`src/rtl/cep_pkg.sv`:
```
// Package for the cron expression mask parser.
// Holds the character classes, the queue item, the parser state enum and field limits.
// No dependencies.
package cep_pkg;

    localparam int NumFields = 5;
    localparam logic [7:0] NumSat = 8'd255;

    // character classes found by the front end
    typedef enum logic [2:0] {
        C_WS, C_COMMA, C_SLASH, C_STAR, C_DASH, C_PLUS, C_DIGIT, C_OTHER
    } t_cls;

    // one queued item
    typedef struct packed {
        t_cls       cls;
        logic [3:0] dig;
        logic       last;
    } t_qitem;

    // number reader state
    typedef struct packed {
        logic [7:0] val;
        logic       neg;
        logic       started;
        logic       closed;
    } t_num;

    typedef enum logic [2:0] {
        ST_IDLE, ST_DECIDE, ST_SPAN, ST_POST, ST_OUT
    } t_state;

    function automatic logic [7:0] field_lo(input logic [2:0] fn);
        logic [7:0] r;
        begin
            case (fn)
                3'd2, 3'd3: r = 8'd1;
                default:    r = 8'd0;
            endcase
            return r;
        end
    endfunction

    function automatic logic [7:0] field_hi(input logic [2:0] fn);
        logic [7:0] r;
        begin
            case (fn)
                3'd0:    r = 8'd59;
                3'd1:    r = 8'd23;
                3'd2:    r = 8'd31;
                3'd3:    r = 8'd12;
                default: r = 8'd6;
            endcase
            return r;
        end
    endfunction

endpackage

```
`src/rtl/cep_front.sv`:
```
// Front end: classifies each character and queues it (two entries).
// Depends on cep_pkg.
module cep_front (
    input  logic           i_clk,
    input  logic           i_rst_n,
    input  logic           i_valid,
    output logic           o_stall,
    input  logic [7:0]     i_ch,
    input  logic           i_last,
    output logic           o_qvalid,
    output cep_pkg::t_qitem o_qitem,
    input  logic           i_pop
);
    import cep_pkg::*;

    t_qitem     r_mem [2];
    logic       r_wp, r_rp;
    logic [1:0] r_cnt;
    t_qitem     w_item;
    logic       w_push, w_pop;

    // classify
    always_comb begin
        w_item.last = i_last;
        w_item.dig  = i_ch[3:0];
        if (i_ch == 8'd32 || (i_ch >= 8'd9 && i_ch <= 8'd13)) w_item.cls = C_WS;
        else if (i_ch == 8'h2C) w_item.cls = C_COMMA;
        else if (i_ch == 8'h2F) w_item.cls = C_SLASH;
        else if (i_ch == 8'h2A) w_item.cls = C_STAR;
        else if (i_ch == 8'h2D) w_item.cls = C_DASH;
        else if (i_ch == 8'h2B) w_item.cls = C_PLUS;
        else if (i_ch >= 8'h30 && i_ch <= 8'h39) w_item.cls = C_DIGIT;
        else w_item.cls = C_OTHER;
    end

    assign o_stall  = (r_cnt == 2'd2);
    assign o_qvalid = (r_cnt != 2'd0);
    assign o_qitem  = r_mem[r_rp];
    assign w_push   = i_valid && !o_stall;
    assign w_pop    = i_pop && o_qvalid;

    // queue storage
    always_ff @(posedge i_clk) begin
        if (w_push) begin
            r_mem[r_wp] <= w_item;
        end
    end

    // queue pointers
    always_ff @(posedge i_clk) begin
        if (!i_rst_n) begin
            r_wp  <= 1'b0;
            r_rp  <= 1'b0;
            r_cnt <= 2'd0;
        end else begin
            if (w_push) r_wp <= ~r_wp;
            if (w_pop)  r_rp <= ~r_rp;
            r_cnt <= r_cnt + {1'b0, w_push} - {1'b0, w_pop};
        end
    end

    a_cnt: assert property (@(posedge i_clk) disable iff (!i_rst_n) r_cnt <= 2'd2)
        else $error("queue count overflow");
    a_ptr: assert property (@(posedge i_clk) disable iff (!i_rst_n)
        (r_cnt == 2'd0 || r_cnt == 2'd2) |-> (r_wp == r_rp))
        else $error("queue pointers out of step");
    a_nopop: assert property (@(posedge i_clk) disable iff (!i_rst_n)
        (r_cnt == 2'd0) |=> (r_cnt <= 2'd1))
        else $error("queue grew too fast");
endmodule

```
`src/rtl/cep_back.sv`:
```
// Back end: token parser, mask span stepping, field save and output register.
// Depends on cep_pkg.
module cep_back (
    input  logic            i_clk,
    input  logic            i_rst_n,
    input  logic            i_qvalid,
    input  cep_pkg::t_qitem i_qitem,
    output logic            o_pop,
    output logic            o_valid,
    input  logic            i_stall,
    output logic [59:0]     o_minute_mask,
    output logic [23:0]     o_hour_mask,
    output logic [31:0]     o_day_mask,
    output logic [12:0]     o_month_mask,
    output logic [6:0]      o_weekday_mask,
    output logic            o_expr_valid
);
    import cep_pkg::*;

    t_state r_st, n_st;
    t_qitem r_it;
    logic [2:0]  r_fn;
    logic        r_inside;
    logic [1:0]  r_kind;
    logic        r_slash, r_dash;
    logic        r_closed, r_started;
    logic [7:0]  r_first, r_second, r_stepv;
    logic        r_secneg, r_stepneg;
    logic [63:0] r_work;
    logic [59:0] r_smin;
    logic [23:0] r_shr;
    logic [31:0] r_sday;
    logic [12:0] r_smon;
    logic [6:0]  r_swd;
    logic        r_tok, r_fld;
    logic [7:0]  r_i, r_end, r_step;

    // number reader, atoi style with saturation
    function automatic t_num num_step(input t_num cur, input t_cls cls, input logic [3:0] d);
        t_num        n;
        logic [11:0] v;
        begin
            n = cur;
            v = ({4'd0, cur.val} << 3) + ({4'd0, cur.val} << 1) + {8'd0, d};
            if (!cur.closed) begin
                if (cls == C_DIGIT) begin
                    n.val     = (v > {4'd0, NumSat}) ? NumSat : v[7:0];
                    n.started = 1'b1;
                end else if (!cur.started && (cls == C_PLUS || cls == C_DASH)) begin
                    n.neg     = (cls == C_DASH);
                    n.started = 1'b1;
                end else begin
                    n.closed  = 1'b1;
                    n.started = 1'b1;
                end
            end
            return n;
        end
    endfunction

    // decide-phase span setup
    logic [7:0] w_lo, w_hi, w_s, w_e, w_stp;
    logic       w_ws, w_fld, w_tok, w_span;
    logic [8:0] w_nxt;
    always_comb begin
        w_lo  = field_lo(r_fn);
        w_hi  = field_hi(r_fn);
        w_ws  = (r_it.cls == C_WS);
        w_fld = w_ws ? r_inside : r_it.last;
        w_tok = (r_it.cls == C_COMMA) || (w_fld && (r_kind != 2'd0 || r_slash));
        w_stp = (r_slash && !r_stepneg && r_stepv != 8'd0) ? r_stepv : 8'd1;
        w_s   = w_lo;
        w_e   = w_hi;
        w_span = 1'b1;
        if (r_kind == 2'd1) begin
            w_span = 1'b1;
        end else if (r_dash) begin
            w_s = (r_first < w_lo) ? w_lo : r_first;
            w_e = (r_second > w_hi) ? w_hi : r_second;
            if (r_secneg && r_second != 8'd0) w_span = 1'b0;
        end else begin
            w_s = r_first;
            w_e = r_first;
            w_span = (r_first >= w_lo) && (r_first <= w_hi);
        end
        if (w_s > w_e) w_span = 1'b0;
        if (!w_tok || r_fn >= 3'(NumFields)) w_span = 1'b0;
        w_nxt = {1'b0, r_i} + {1'b0, r_step};
    end

    // next state
    always_comb begin
        n_st = r_st;
        unique case (r_st)
            ST_IDLE:   if (i_qvalid) n_st = ST_DECIDE;
            ST_DECIDE: n_st = w_span ? ST_SPAN : ST_POST;
            ST_SPAN:   if (w_nxt > {1'b0, r_end}) n_st = ST_POST;
            ST_POST:   n_st = r_it.last ? ST_OUT : ST_IDLE;
            ST_OUT:    if (!o_valid || !i_stall) n_st = ST_IDLE;
            default:   n_st = ST_IDLE;
        endcase
    end

    // outputs of the state machine
    always_comb begin
        o_pop = (r_st == ST_IDLE) && i_qvalid;
    end

    always_ff @(posedge i_clk) begin
        if (!i_rst_n) r_st <= ST_IDLE;
        else          r_st <= n_st;
    end

    // parser datapath
    t_num w_n1, w_n2, w_n3;
    logic w_outload;
    assign w_n1 = num_step('{r_first, 1'b0, r_started, r_closed}, i_qitem.cls, i_qitem.dig);
    assign w_n2 = num_step('{r_second, r_secneg, r_started, r_closed}, i_qitem.cls, i_qitem.dig);
    assign w_n3 = num_step('{r_stepv, r_stepneg, r_started, r_closed}, i_qitem.cls, i_qitem.dig);
    assign w_outload = (r_st == ST_OUT) && (!o_valid || !i_stall);

    always_ff @(posedge i_clk) begin
        if (!i_rst_n || w_outload) begin
            r_fn <= 3'd0; r_inside <= 1'b0; r_kind <= 2'd0;
            r_slash <= 1'b0; r_dash <= 1'b0; r_closed <= 1'b0; r_started <= 1'b0;
            r_first <= 8'd0; r_second <= 8'd0; r_stepv <= 8'd0;
            r_secneg <= 1'b0; r_stepneg <= 1'b0; r_work <= 64'd0;
            r_smin <= '0; r_shr <= '0; r_sday <= '0; r_smon <= '0; r_swd <= '0;
            r_tok <= 1'b0; r_fld <= 1'b0;
        end else begin
            unique case (r_st)
                ST_IDLE: if (i_qvalid) begin
                    r_it <= i_qitem;
                    if (i_qitem.cls != C_WS) r_inside <= 1'b1;
                    if (i_qitem.cls != C_WS && i_qitem.cls != C_COMMA) begin
                        if (!r_slash) begin
                            if (i_qitem.cls == C_SLASH) begin
                                r_slash <= 1'b1; r_closed <= 1'b0; r_started <= 1'b0;
                            end else begin
                                r_kind <= (r_kind == 2'd0 && i_qitem.cls == C_STAR)
                                          ? 2'd1 : 2'd2;
                                if (!r_dash && i_qitem.cls == C_DASH) begin
                                    r_dash <= 1'b1; r_closed <= 1'b0; r_started <= 1'b0;
                                end else if (r_dash) begin
                                    r_second <= w_n2.val; r_secneg <= w_n2.neg;
                                    r_started <= w_n2.started; r_closed <= w_n2.closed;
                                end else begin
                                    r_first <= w_n1.val;
                                    r_started <= w_n1.started; r_closed <= w_n1.closed;
                                end
                            end
                        end else begin
                            r_stepv <= w_n3.val; r_stepneg <= w_n3.neg;
                            r_started <= w_n3.started; r_closed <= w_n3.closed;
                        end
                    end
                end
                ST_DECIDE: begin
                    r_tok  <= (r_it.cls == C_COMMA);
                    r_fld  <= w_fld;
                    r_i    <= w_s;
                    r_end  <= w_e;
                    r_step <= w_stp;
                end
                ST_SPAN: begin
                    r_work[r_i[5:0]] <= 1'b1;
                    r_i <= w_nxt[7:0];
                end
                ST_POST: begin
                    if (r_tok || r_fld) begin
                        r_kind <= 2'd0; r_slash <= 1'b0; r_dash <= 1'b0;
                        r_closed <= 1'b0; r_started <= 1'b0;
                        r_first <= 8'd0; r_second <= 8'd0; r_stepv <= 8'd0;
                        r_secneg <= 1'b0; r_stepneg <= 1'b0;
                    end
                    if (r_fld) begin
                        case (r_fn)
                            3'd0: r_smin <= r_work[59:0];
                            3'd1: r_shr  <= r_work[23:0];
                            3'd2: r_sday <= r_work[31:0];
                            3'd3: r_smon <= r_work[12:0];
                            3'd4: r_swd  <= r_work[6:0];
                            default: ;
                        endcase
                        if (r_fn < 3'(NumFields)) r_fn <= r_fn + 3'd1;
                        r_work   <= 64'd0;
                        r_inside <= 1'b0;
                    end
                end
                ST_OUT: ;
                default: ;
            endcase
        end
    end

    // output register
    logic w_full;
    assign w_full = (r_fn >= 3'(NumFields));
    always_ff @(posedge i_clk) begin
        if (!i_rst_n) begin
            o_valid <= 1'b0;
        end else if (w_outload) begin
            o_valid <= 1'b1;
        end else if (!i_stall) begin
            o_valid <= 1'b0;
        end
    end

    always_ff @(posedge i_clk) begin
        if (w_outload) begin
            o_minute_mask  <= w_full ? r_smin : '0;
            o_hour_mask    <= w_full ? r_shr  : '0;
            o_day_mask     <= w_full ? r_sday : '0;
            o_month_mask   <= w_full ? r_smon : '0;
            o_weekday_mask <= w_full ? r_swd  : '0;
            o_expr_valid   <= w_full && r_smin != '0 && r_shr != '0 && r_sday != '0
                              && r_smon != '0 && r_swd != '0;
        end
    end

    a_span: assert property (@(posedge i_clk) disable iff (!i_rst_n)
        (r_st == ST_SPAN) |-> (r_i <= r_end && r_end <= 8'd59))
        else $error("span index out of range");
    a_fn: assert property (@(posedge i_clk) disable iff (!i_rst_n) r_fn <= 3'(NumFields))
        else $error("field count overflow");
    a_ok: assert property (@(posedge i_clk) disable iff (!i_rst_n)
        (o_valid && o_expr_valid) |-> (o_minute_mask != '0 && o_weekday_mask != '0))
        else $error("valid flag with empty mask");
endmodule

```
`src/rtl/cron_expression_mask_parser.sv`:
```
// Cron expression mask parser, top level: front classifier/queue and back parser.
// Each character passes through the back end states idle, decide and post; at the end
// of a token the span state steps through the mask bits (up to 60), and the final character
// also passes through the output state, which holds while i_stall is high and o_valid is set.
// Synchronous active-low reset clears the state machine, field and mask registers, o_valid
// and the queue pointers.
module cron_expression_mask_parser (
    input  logic        i_clk,
    input  logic        i_rst_n,
    input  logic        i_valid,
    output logic        o_stall,
    input  logic [7:0]  i_ch,
    input  logic        i_last,
    output logic        o_valid,
    input  logic        i_stall,
    output logic [59:0] o_minute_mask,
    output logic [23:0] o_hour_mask,
    output logic [31:0] o_day_mask,
    output logic [12:0] o_month_mask,
    output logic [6:0]  o_weekday_mask,
    output logic        o_expr_valid
);
    import cep_pkg::*;

    logic   w_qvalid, w_pop;
    t_qitem w_qitem;

    cep_front u_front (
        .i_clk, .i_rst_n, .i_valid, .o_stall, .i_ch, .i_last,
        .o_qvalid(w_qvalid), .o_qitem(w_qitem), .i_pop(w_pop)
    );

    cep_back u_back (
        .i_clk, .i_rst_n, .i_qvalid(w_qvalid), .i_qitem(w_qitem), .o_pop(w_pop),
        .o_valid, .i_stall, .o_minute_mask, .o_hour_mask, .o_day_mask,
        .o_month_mask, .o_weekday_mask, .o_expr_valid
    );
endmodule
```
`config.mk`:
```
export PLATFORM = sky130hd
export DESIGN_NAME = cron_expression_mask_parser
export DESIGN_NICKNAME = d
export VERILOG_FILES = /design/src/rtl/cep_pkg.sv /design/src/rtl/cep_front.sv /design/src/rtl/cep_back.sv /design/src/rtl/cron_expression_mask_parser.sv
export SDC_FILE = /design/constraint.sdc
export NUM_CORES = 1
export LEC_CHECK = 0
export BUFFER_PORTS_ARGS = -buffer_cell sky130_fd_sc_hd__buf_2
export CAP_MARGIN = 20
export CELL_PAD_IN_SITES_DETAIL_PLACEMENT = 2
export CELL_PAD_IN_SITES_GLOBAL_PLACEMENT = 2
export CORE_ASPECT_RATIO = 1.75
export CORE_MARGIN = 2
export CORE_UTILIZATION = 35
export CTS_CLUSTER_DIAMETER = 200
export DETAILED_ROUTE_END_ITERATION = 12
export GPL_TIMING_DRIVEN = 0
export MAX_ROUTING_LAYER = met4
export PLACE_DENSITY = 0.81
export SYNTH_ARGS = -nofsm -noshare
export SYNTH_HDL_FRONTEND = slang
export SYNTH_SLANG_ARGS = --single-unit
export TNS_END_PERCENT = 1
```
`constraint.sdc`:
```
create_clock -name i_clk -period 3.69 [get_ports i_clk]
set_input_delay 0.369 -clock i_clk [delete_from_list [all_inputs] [get_ports i_clk]]
set_output_delay 0.369 -clock i_clk [all_outputs]
set_load 0.1 [all_outputs]
```
==> results.sh, run 1 <==
export IMPL_cts_root_buffer="clkbuf_16"
export IMPL_netlist_top_cell_by_area="edfxtp_1"
export IMPL_setup_viol=1
export IMPL_finalCriticalPeriod_ns=4.14
export IMPL_wl_per_cell_microns=23.9
export IMPL_routabilityCongestion=0.849
export IMPL_grt_pass1_vias=16910
export IMPL_num_antenna_cells=0
export IMPL_nFillCells=5605
export IMPL_cts_htree_levels=2
export IMPL_cts_tree="yes"
export IMPL_syn_area_per_cell_sq_um=10.1
export IMPL_rr_worst_depth=18
export IMPL_r2r_end="u_back.r_st[0]"
export IMPL_reg2reg_from="u_back.r_fn[1]"
export IMPL_worstSetupEndpointType="register"
export IMPL_grt_use_met1_pct=21.9
export IMPL_clk_latency_ns=0.57
export IMPL_path_cells="inv_4 -> buf_4 -> ha_2 -> nor3_4 -> o21ai_1 -> a21boi_2 -> or3_4 -> a21oi_4 -> buf_6 -> buf_6 -> buf_4 -> a221oi_4 -> ha_4 -> o211ai_1 -> a21oi_2 -> a2111oi_4 -> o211a_1 -> a211oi_2"
export IMPL_fp_row_count=111
export IMPL_worst_pin_slew_ns=1.14
export IMPL_fp_coreArea_sq_um=52500
export IMPL_min_period_over_period_pct=112
export IMPL_viasPerCell=5.41
export IMPL_die_w_microns=178
export IMPL_initial_core_util_pct=35.4
export IMPL_use_met3_pct=2.35
export IMPL_ys_types=75
export IMPL_rsz0062_at_grt="true"
export IMPL_slew_headroom_pct=23.0
export IMPL_grt_ovfl_total=0
export IMPL_synth_seq_cells=424
export IMPL_rrSetupSlack_ns=-0.45
export IMPL_cap_violations=0
export IMPL_final_cell_count_no_fill=2793
export IMPL_met2_usage_pct=48.2
export IMPL_hp_start="i_ch[1]"
export IMPL_syn_area_sq_um=18600
export IMPL_final_antenna_net_count=0
export IMPL_clkTransAtPathRegs_ns=0.07
export IMPL_cts_made_buffers=41
export IMPL_vdd_drop_max_v=0.000325
export IMPL_fin_skew_ns=0.0177
export IMPL_grt_first_pass_wirelength_mm=99.2
export IMPL_dp_hpwl_mm=47.5
export IMPL_area_delta_synth_final_pct=20.3
export IMPL_p_leak_uw=0.00837
export IMPL_port_buffers=151
export IMPL_die_y_microns=309
export IMPL_via_count=15105
export IMPL_dieArea_sq_um=55100
export IMPL_finalHoldViolCount=0
export IMPL_fmax_ghz=0.242
export IMPL_critical_path_required_ns=4.12
export IMPL_synthTopCellsByArea="edfxtp_1, dfxtp_1, a21oi_1"
export IMPL_worst_slack_ns=-0.445
export IMPL_top_usage_layer="met2"
export IMPL_min_path_cells=1
export IMPL_synthArstFlopShare_pct=0
export IMPL_worst_path_max_fanout=7
export IMPL_antenna_found_initial=0
export IMPL_clk_path_buf_depth=3
export IMPL_drive_gt1_share_pct=17.7
export IMPL_synth_top_area_share_pct=29.2
export IMPL_grt_use_total_pct=24.4
export IMPL_slew_violations=0
export IMPL_max_stage_delay_ns=0.44
export IMPL_pre_cts_slack_ns=-1.55
export IMPL_regArea_sq_um=10300
export IMPL_power_uw=12700
export IMPL_yosys_warnings=0
export IMPL_drc_errors=0
export IMPL_min_to="u_front.r_mem[0][2]"
export IMPL_ys_flop_type="dfxtp_1"
export IMPL_outcome="finished with violations"
export IMPL_ys_seq_area_share_pct=55.4
export IMPL_pin_count=152
export IMPL_synth_nets=1955
export IMPL_drt_first_pass_iters=5
export IMPL_violations="negative setup slack"
export IMPL_grt_max_degree=50
export IMPL_syn_inst=1848
export IMPL_yosys_top_cells_count="nand2_1, dfxtp_1, a21oi_1, edfxtp_1, and2_1"
export IMPL_yosysMostFrequentCell="nand2_1"
export IMPL_nets=2190
export IMPL_crit_path_start_kind="register"
export IMPL_cp_slowest_cell="a2111oi_4"
export IMPL_multi_input_area_sq_um=8090
export IMPL_drt_total_wl_mm=66.8
export IMPL_drtIter0Drc=617
export IMPL_placed_cells=2682
export IMPL_worst_setup_path_type="reg -> reg"
export IMPL_cts_sinks=424
export IMPL_power_density_nw_per_um2=566
export IMPL_synth_edff_count=181
export IMPL_critical_path_arrival_ns=4.56
export IMPL_hp_class="in -> reg"
[logic make-up after synthesis]
family / count (synthesis) / share of synthesized area, %
simple gates: 776 / 20.4
flops: 424 / 55.4
compound gates: 371 / 12.3
buf+inv: 144 / 3.18
fa+ha+maj: 94 / 6.60
mux: 24 / 1.41
xor+xnor: 15 / 0.706
[sequential cells by signal, summed over array words and instances (netlist names), 13 cells and up, named ones only]
signal / cells
u_back.r_sday: 32
u_back.o_day_mask: 32
u_back.o_minute_mask: 60
u_back.r_smin: 60
u_back.o_hour_mask: 24
u_back.o_month_mask: 13
u_back.r_shr: 24
u_front.r_mem: 16
u_back.r_smon: 13
u_back.r_work: 60
[critical path: cells and delay by family (launching register included)]
family                     cells  cell delay [ns]
AOI/OAI and AO/OA              9             1.92
DFF                            1             0.40
adders and majority gates      2             0.52
and+or+nand+nor                2             0.52
buffers and inverters          5             0.62
[where the power goes]
group	switching [uW]	internal, uW	total, uW
registers	205	5110	5310
clock network	1940	2420	4350
logic	1960	1040	3000
[placed cells by master (no fill, tap or decap), drive strengths merged, types with 6 or more instances in the layout]
| cell | count |
|---|---|
| nand2 | 298 |
| dfxtp | 243 |
| a21oi | 225 |
| buf | 215 |
| edfxtp | 181 |
| and2 | 165 |
| nor2 | 139 |
| clkbuf | 125 |
| ha | 87 |
| inv | 48 |
| nor4 | 39 |
| o21ai | 39 |
| nor3 | 27 |
| nand3 | 24 |
| o2bb2ai | 20 |
| nand4 | 16 |
| nor2b | 16 |
| mux2 | 14 |
| clkinv | 12 |
| mux2i | 10 |
| xnor2 | 10 |
| nor3b | 10 |
| o21a | 9 |
| a31oi | 9 |
| a211oi | 9 |
| o211ai | 7 |
| fa | 7 |
| or3 | 7 |
| or4 | 6 |
| nand2b | 6 |
| o21bai | 6 |
[area by class of cell]
cell class                      count  share of cell area (%)
Buffer                             99                    1.94
Tap cell                          678                    3.79
Inverter                           44                   0.833
Clock inverter                     24                    1.10
Clock buffer                       51                    5.03
Multi-Input combinational cell   1280                    36.2
Sequential cell                   424                    46.1
Timing Repair Buffer              193                    5.08
[routing by layer]
metal	up-vias	share of wire (%)
met5	-	0
met4	0	7.4
met2	383	57
li1	6966	-
met3	227	2.9
met1	7529	33
[how the worst max path moves through the flow]
stage / start / end / slack (ns) / depth (start not counted)
final: u_back.r_fn[1] / u_back.r_st[0] / -0.45 / 18
after detailed placement: u_back.r_fn[0] / u_back.r_st[0] / -1.55 / 18
after global placement: u_back.r_fn[0] / u_back.r_st[0] / -1.43 / 18
after floorplan: u_back.o_valid / u_back.o_day_mask[0] / -0.05 / 3
after CTS: u_back.r_fn[1] / u_back.r_st[0] / -0.07 / 17
after global routing: u_back.r_fn[1] / u_back.r_st[0] / -0.50 / 18
[timing repair]
item                                    in CTS  in global routing
endpoints found under the setup margin       4                 24
resized for setup                           66                 31
hold buffers                                 3                  0
buffers inserted                            19                 13
hold endpoints to repair                     5                  0
pin swaps                                   19                 21
[stage by stage]
stage	setup TNS [ns]	hold WS (ns)	cell area, sq um	util [%]
finish	-0.445	0.0122	22400	42.6
floorplan	-7.23	0.431	18600	-
global placement	-36.01	0.444	20200	38.5
CTS	-0.0724	0.00288	22100	42.1
global route	-0.515	0.0150	22400	42.6
detailed placement	-1.56	0.455	20300	38.7
Power figures use the tool's default switching activity.
==> run 2: changes to the inputs <==
==> constraint.sdc (replaced) <==
create_clock -name i_clk -period 3.69 [get_ports i_clk]
set_input_delay 0.1845 -clock i_clk [delete_from_list [all_inputs] [get_ports i_clk]]
set_output_delay 0.1845 -clock i_clk [all_outputs]
set_load 0.1 [all_outputs]
==> results.sh, run 2 (synthesis results as in run 1) <==
export IMPL_crit_path_start_kind="register"
export IMPL_nets=2194
export IMPL_rr_worst_depth=18
export IMPL_pin_count=152
export IMPL_rrSetupSlack_ns=-0.45
export IMPL_slew_violations=0
export IMPL_die_w_microns=178
export IMPL_initial_core_util_pct=35.4
export IMPL_final_antenna_net_count=0
export IMPL_grt_pass1_vias=16919
export IMPL_clk_latency_ns=0.57
export IMPL_p_leak_uw=0.00839
export IMPL_routabilityCongestion=0.849
export IMPL_outcome="finished with violations"
export IMPL_whs_ns=0.0173
export IMPL_intPower_uw=8570
export IMPL_area_delta_synth_final_pct=20.5
export IMPL_worst_path_max_fanout=7
export IMPL_placed_area_sq_um=20300
export IMPL_cts_htree_levels=2
export IMPL_grt_first_pass_wirelength_mm=99.2
export IMPL_finalHoldViolCount=0
export IMPL_dieArea_sq_um=55100
export IMPL_worst_setup_path_type="reg -> reg"
export IMPL_cts_tree="yes"
export IMPL_worst_pin_slew_ns=1.14
export IMPL_r2r_end="u_back.r_st[0]"
export IMPL_die_y_microns=309
export IMPL_drt_total_wl_mm=66.8
export IMPL_largest_registers="u_back.o_minute_mask x60, u_back.r_smin x60, u_back.r_work x60"
export IMPL_fp_coreArea_sq_um=52500
export IMPL_fmax_ghz=0.242
export IMPL_critical_path_arrival_ns=4.56
export IMPL_drc_errors=0
export IMPL_combPwrFrac_pct=23.7
export IMPL_p_switching_uw=4110
export IMPL_min_path_cells=3
export IMPL_slew_headroom_pct=23.5
export IMPL_grt_use_total_pct=24.4
export IMPL_critical_path_required_ns=4.11
export IMPL_drtIter0Drc=687
export IMPL_grt_max_degree=50
export IMPL_cts_made_buffers=41
export IMPL_grt_ovfl_total=0
export IMPL_min_to="u_back.o_valid"
export IMPL_num_antenna_cells=0
export IMPL_dp_hpwl_mm=47.5
export IMPL_tns_ns=-0.450
export IMPL_min_period_over_period_pct=112
export IMPL_cap_violations=0
export IMPL_hp_class="in -> reg"
export IMPL_viasPerCell=5.40
export IMPL_crit_start="u_back.r_fn[1]"
export IMPL_wl_per_cell_microns=23.9
export IMPL_port_buffers=151
export IMPL_cts_sinks=424
export IMPL_clk_path_buf_depth=3
export IMPL_rsz0062_at_grt="true"
export IMPL_layout_commonest_cell="nand2_1"
export IMPL_final_cell_mix="nand2_1, dfxtp_1, a21oi_1"
export IMPL_final_cell_area_sq_um=22400
export IMPL_clock_power_share_pct=34.3
export IMPL_power_uw=12700
export IMPL_clkTransAtPathRegs_ns=0.07
export IMPL_hp_start="i_stall"
export IMPL_fp_row_count=111
export IMPL_power_density_nw_per_um2=565
export IMPL_vdd_drop_max_v=0.000324
export IMPL_post_route_util_pct=42.7
export IMPL_violations="negative setup slack"
export IMPL_antenna_found_initial=0
export IMPL_reg2reg_from="u_back.r_fn[1]"
export IMPL_worstSetupEndpointType="register"
export IMPL_p_seq_share_pct=41.9
export IMPL_finalCriticalPeriod_ns=4.14
export IMPL_sw_frac_of_total_pct=32.4
export IMPL_setup_viol=1
export IMPL_worst_slack_ns=-0.450
export IMPL_fin_skew_ns=0.0170
export IMPL_cts_root_buffer="clkbuf_16"
export IMPL_drt_first_pass_iters=7
export IMPL_drive_gt1_share_pct=17.6
export IMPL_via_count=15113
==> run 2: cell types whose count changed in the layout (fill, tap and decap cells not counted), sizes merged <==
| cell | before | now |
|---|---|---|
| dlygate4sd3 | 3 | 7 |
==> run 2: layer usage <==
metal  GRT usage, %  vias up  share of wire (%)
li1               -     6965                  -
met1           21.9     7552                 33
met2           48.2      380                 57
met3           2.35      216                2.9
met4           14.1        0                7.3
met5              -        -                  0
==> run 2: cell type report <==
type / count / area [sq um]
sequential: 424 / 10300
inverter: 44 / 186
buffer: 99 / 434
multi-input combinational: 1280 / 8090
clock buffer: 51 / 1130
tap: 678 / 848
fill: 5607 / 30100
clock inverter: 24 / 245
timing repair buffer: 197 / 1180
==> run 2: how the worst max path moves through the flow <==
| stage | to | depth (start not counted) |
|---|---|---|
| after floorplan | u_back.o_day_mask[0] | 3 |
| final | u_back.r_st[0] | 18 |
| after CTS | u_back.r_st[0] | 17 |
| after detailed placement | u_back.r_st[0] | 18 |
| after global placement | u_back.r_st[0] | 18 |
| after global routing | u_back.r_st[0] | 18 |
==> run 2: what timing repair did <==
item / CTS / global route
hold endpoints to repair: 14 / 0
hold buffers: 7 / 0
setup endpoints to repair: 4 / 24
resized for setup: 66 / 31
pin swaps: 19 / 21
buffers inserted: 19 / 13
==> run 2: worst max-delay path, stage by stage (launching register included) <==
cell and delay [ns]:
dfxtp_4 0.40, inv_4 0.06, buf_4 0.16, ha_2 0.25, nor3_4 0.33, o21ai_1 0.17, a21boi_2 0.28, or3_4 0.19
a21oi_4 0.06, buf_6 0.14, buf_6 0.12, buf_4 0.14, a221oi_4 0.40, ha_4 0.27, o211ai_1 0.15, a21oi_2 0.13
a2111oi_4 0.45, o211a_1 0.22, a211oi_2 0.06
==> run 2: through the flow <==
stage / setup slack [ns] / instances
CTS: -0.0724 / 2782
finish: -0.450 / 2797
detailed placement: -1.55 / 2682
global route: -0.504 / 2797
floorplan: -0.0528 / 1848
global placement: -1.43 / 2677
==> run 2: power groups by stage <==
stage               Combinational, uW  Clock [uW]  Sequential, uW
detailed placement               2610           0            5400
global placement                 2460           0            5390
global route                     3250        4590            5340
CTS                              2820        4430            5310
floorplan                        1660           0            5530
finish                           3010        4350            5310
